**config.mk**
```make
export PLATFORM = sky130hd
export DESIGN_NAME = asba_ram
export DESIGN_NICKNAME = d
export VERILOG_FILES = /design/src/rtl/asba_ram.sv
export SDC_FILE = /design/constraint.sdc
export NUM_CORES = 1
export LEC_CHECK = 0
export BUFFER_PORTS_ARGS = -buffer_cell sky130_fd_sc_hd__buf_2
export CORE_ASPECT_RATIO = 1.25
export CORE_MARGIN = 2
export CORE_UTILIZATION = 25
export CTS_CLUSTER_DIAMETER = 60
export CTS_CLUSTER_SIZE = 20
export DETAILED_ROUTE_END_ITERATION = 10
export GPL_ROUTABILITY_DRIVEN = 0
export HOLD_SLACK_MARGIN = 0.12
export PLACE_DENSITY = 0.5
export SYNTH_ARGS = -nofsm -noshare
export SYNTH_HDL_FRONTEND = slang
export SYNTH_SLANG_ARGS = --single-unit
```
**constraint.sdc**
```tcl
create_clock -name clk_i -period 2.2 [get_ports clk_i]
set_input_delay 0.11 -clock clk_i [delete_from_list [all_inputs] [get_ports clk_i]]
set_output_delay 0.11 -clock clk_i [all_outputs]
set_load 0.01 [all_outputs]
```
**src/rtl/asba_ram.sv**
```systemverilog
// Generic single-write, single-read RAM with registered read data.
`timescale 1ns / 1ps

module asba_ram #(
  parameter int unsigned WIDTH = 8,
  parameter int unsigned DEPTH = 16,
  localparam int unsigned AW   = $clog2(DEPTH)
) (
  input  logic             clk_i,
  input  logic             we_i,
  input  logic [AW-1:0]    waddr_i,
  input  logic [WIDTH-1:0] wdata_i,
  input  logic [AW-1:0]    raddr_i,
  output logic [WIDTH-1:0] rdata_o
);

  logic [WIDTH-1:0] mem_q [DEPTH];

  always_ff @(posedge clk_i) begin
    if (we_i) begin
      mem_q[waddr_i] <= wdata_i;
    end
    rdata_o <= mem_q[raddr_i];
  end

endmodule

```
== Yosys cells after proc, flatten, opt, wreduce, memory -nomap -nowiden ==
Memory sizes are Yosys's and may differ from the RTL's. A register that Yosys moved wholly into a read port is not among the register bits.
Index checks and enable logic that the tools add are counted.

* Mux-type cells: 2

{| class="wikitable"
|+ Operators with widths
! kind !! count
|-
| 1-bit two-way mux || 2
|}

* Memories: 1
* Bits of input ports: 18
* RAM bits: 128
* Word-level logic and storage cells: 3
* Bits in registers: 0
* Output and inout port bits: 8

{| class="wikitable"
|+ Memory list
! memory !! words !! bits a word !! read ports !! clocked after memory_dff !! write ports !! RTL line !! RTL
|-
| mem_q || 16 || 8 || 1 || 1 || 1 || 17 || <nowiki>logic [WIDTH-1:0] mem_q [DEPTH];</nowiki>
|}

== Logic depth before layout (Yosys ltp) ==
* Depth after elaboration: 2
* Gate-level depth with buffers: 5
* Gate-level depth less buffers: 3

== Worst setup path before layout ==
Ideal clock, no wire load.

* Path kind: input to register
* Start: input port waddr_i[2]
* End: memory mem_q[0][0], enable pin
* Data arrival time: 1.220 ns
* Stages: 2
* Path slack: 0.597 ns
* Path buffers: 0
* Library setup time: 0.383 ns
* Data required time: 1.817 ns
* Cell sequence: or3b_2 nor3_1

{| class="wikitable"
|+ RTL lines
! item !! RTL line !! RTL
|-
| from (decl) || 11 || <nowiki>input logic [AW-1:0] waddr_i,</nowiki>
|-
| to (decl) || 17 ||
|}

No word-level cell before the write port.

==> summary.txt <==
STA
  • Max Clock Freq: 734 MHz
  • Setup violators final: 0
  • Max_slew headroom: 49.3%
  • Post-Route Setup TNS: 0 ns
  • Actual slew at the worst max-slew pin: 0.760 ns
  • Final hold vios: 0
  • Final setup margin: 0.838 ns
  • Worst Clk Skew: 0.00732 ns
  • Final max-slew violation count: 0
  • Crit share post-route: 61.9%
  • RSZ-0062 raised after global routing: false
  • Post-layout minimum cycle time: 1.36 ns

Final layout
  • Design Area, Final: 6340 µm²
  • Final Util: 31.4%
  • Area occupied by multi-input gates: 1060 µm²
  • Proportion of layout cells with a drive suffix above 1: 30.6%
  • Antenna Cells: 0
  • Fillers: 1996
  • Register Area: 4000 µm²
  • Area Overhead vs Synth: 23.2%
  • Nets: 309

Min path
  • Hold Path Class: input pin to register

Logic synthesis
  • FFs w/ async S/R, synth: 0%
  • Yosys warns: 0
  • Syn avg cell area: 22.5 µm²
  • Post-Syn Nets: 247
  • Share of the synthesized area in the top cell type: 74.7%
  • Flops & latches, synth: 136
  • Gate count of the mapped netlist: 229
  • Mapped Area: 5150 µm²
  • Ys flop type: edfxtp_1
  • Dominant cell type by area after synthesis: edfxtp_1
  • Library cells used by synthesis: 19
  • Register area share after synthesis: 77.8%
  • Post-synth EDFFs: 128
  • Largest cells by area after synthesis: edfxtp_1 (75%), mux4_2 (7.9%), mux4_1 (7.1%)
  • Synth top cells by count: edfxtp_1 (128), mux4_2 (18), a22oi_1 (16), mux4_1 (14), nor2_1 (13)
  • Most common cell in the netlist: edfxtp_1

Critical path
  • Crit path launch type: register
  • WP data required: 2.47 ns
  • Crit path kind: register to register
  • Data arrival, critical path: 1.64 ns
  • Critical Path End Type: register
  • Crit-path max FO: 1

Detailed routing
  • DRT Pass-1 Iters: 4
  • Iter 0 DRT Violations: 121
  • ANT nets after route: 0
  • Via Count: 2471
  • Drt wl/cell: 18.9 µm
  • Final WL: 10900 µm
  • Drt drc: 0
  • DR vias/cell: 4.30

Clock network
  • Post_cts resized: 0
  • Clk sinks: 136
  • CTS Buf Count: 17
  • Htree depth: 4
  • Clock Tree Buf Depth: 2
  • CTS clk-pin slew, worst paths: 0.06 ns
  • Clock Latency Late Sink: 0.41 ns
  • CTS tree: built
  • Clk root buf: clkbuf_16

Pwr
  • Worst IR drop on VDD: 0.000423 V
  • Leakage: 2.12 nW
  • PwrDens: 922 nW/µm²
  • Total Power: 5.84 mW

Floorplan
  • Die width: 132 µm
  • IO Pins: 26
  • Initial core utilization: 25.5%
  • Core area: 20200 µm²
  • Row count: 58
  • Height of the die: 164 µm
  • Die footprint: 21800 µm²

Flow run
  • Max_cap viols: 0

Outcome
  • Status: finished, final reports clean

GRT
  • Vias in the first global route: 2601
  • Largest net degree at the start of global routing: 33
  • Total GRT Usage: 10.8%
  • Global-route wire length before repair: 16600 µm
  • Antenna violations before repair: 0
  • Total gr overflow: 0

Place
  • Dpl ws: 0.558 ns
  • Placed cell area: 5700 µm²
  • DP HPWL: 7140 µm
  • Port-buffer cells: 25
==> power breakdown <==
part / internal [mW] / switching [mW] / total, mW
Clock: 1.66 / 0.974 / 2.64
Sequential: 2.90 / 0.0224 / 2.92
Combinational: 0.126 / 0.163 / 0.288
==> layout make-up <==
type | count | share of cell area, %
Timing Repair Buffer | 53 | 6.00
Multi-Input combinational cell | 83 | 16.7
Clock inverter | 8 | 1.10
Sequential cell | 136 | 63.1
Tap cell | 270 | 5.33
Clock buffer | 24 | 7.75
==> worst paths after layout <==
| path | from | endpoint | slack (ns) | cells past startpoint |
|---|---|---|---|---|
| min | waddr_i[0] | mem_q[4][3] | 0.26 | 3 |
| max | mem_q[0][5] | rdata_o[5] | 0.84 | 3 |
| min reg2reg | mem_q[14][2] | rdata_o[2] | 0.67 | 3 |
| max reg2reg | mem_q[0][5] | rdata_o[5] | 0.84 | 3 |
==> placed cells by master (no fill, tap or decap), drive strengths merged <==
cell	n
nand3	1
nand3b	2
or3b	1
mux4	32
dfxtp	8
bufinv	1
nand2b	2
dlygate4sd3	8
and2b	1
nor2b	1
edfxtp	128
buf	45
nor2	13
nand2	9
clkinv	5
clkbuf	24
and2	1
clkinvlp	2
a22oi	16
nor3	4
==> sequential cells by signal (all words and copies together) (netlist names) <==
register / cells
mem_q: 128
rdata_o: 8
==> worst max-delay path: stages (launching register included) <==
cell and delay [ns]:
edfxtp_1 0.37, mux4_1 0.50, a22oi_1 0.22, nand2_1 0.14
==> kinds of logic (layout without fill, tap and decap cells) <==
logic type      count (synthesis)  after routing  synth area share, %
flops                         136            136                 77.8
simple gates                   35             35                 3.18
mux                            32             32                 15.0
compound gates                 16             16                 2.33
buf+inv                        10             85                 1.68
==> stage by stage <==
stage	hold slack (ns)	cells
2_1_floorplan	0.209	229
3_3_place_gp	0.507	534
3_5_place_dp	0.518	534
4_1_cts	0.244	574
5_1_grt	0.269	574
6_report	0.259	574
==> metal layers <==
layer  wire (µm)  global-route usage (%)
met1        5030                    13.6
met2        5270                    17.7
met3         456                    3.44
met4         111                    3.52
met5           0                       0
==> repair_timing <==
item	4_1_cts	5_1_grt
hold buffers	8	0
setup buffers	0	0
setup endpoints to repair	0	0
hold endpoints to repair	128	0
No activity file was read; power rests on OpenSTA's default activity.
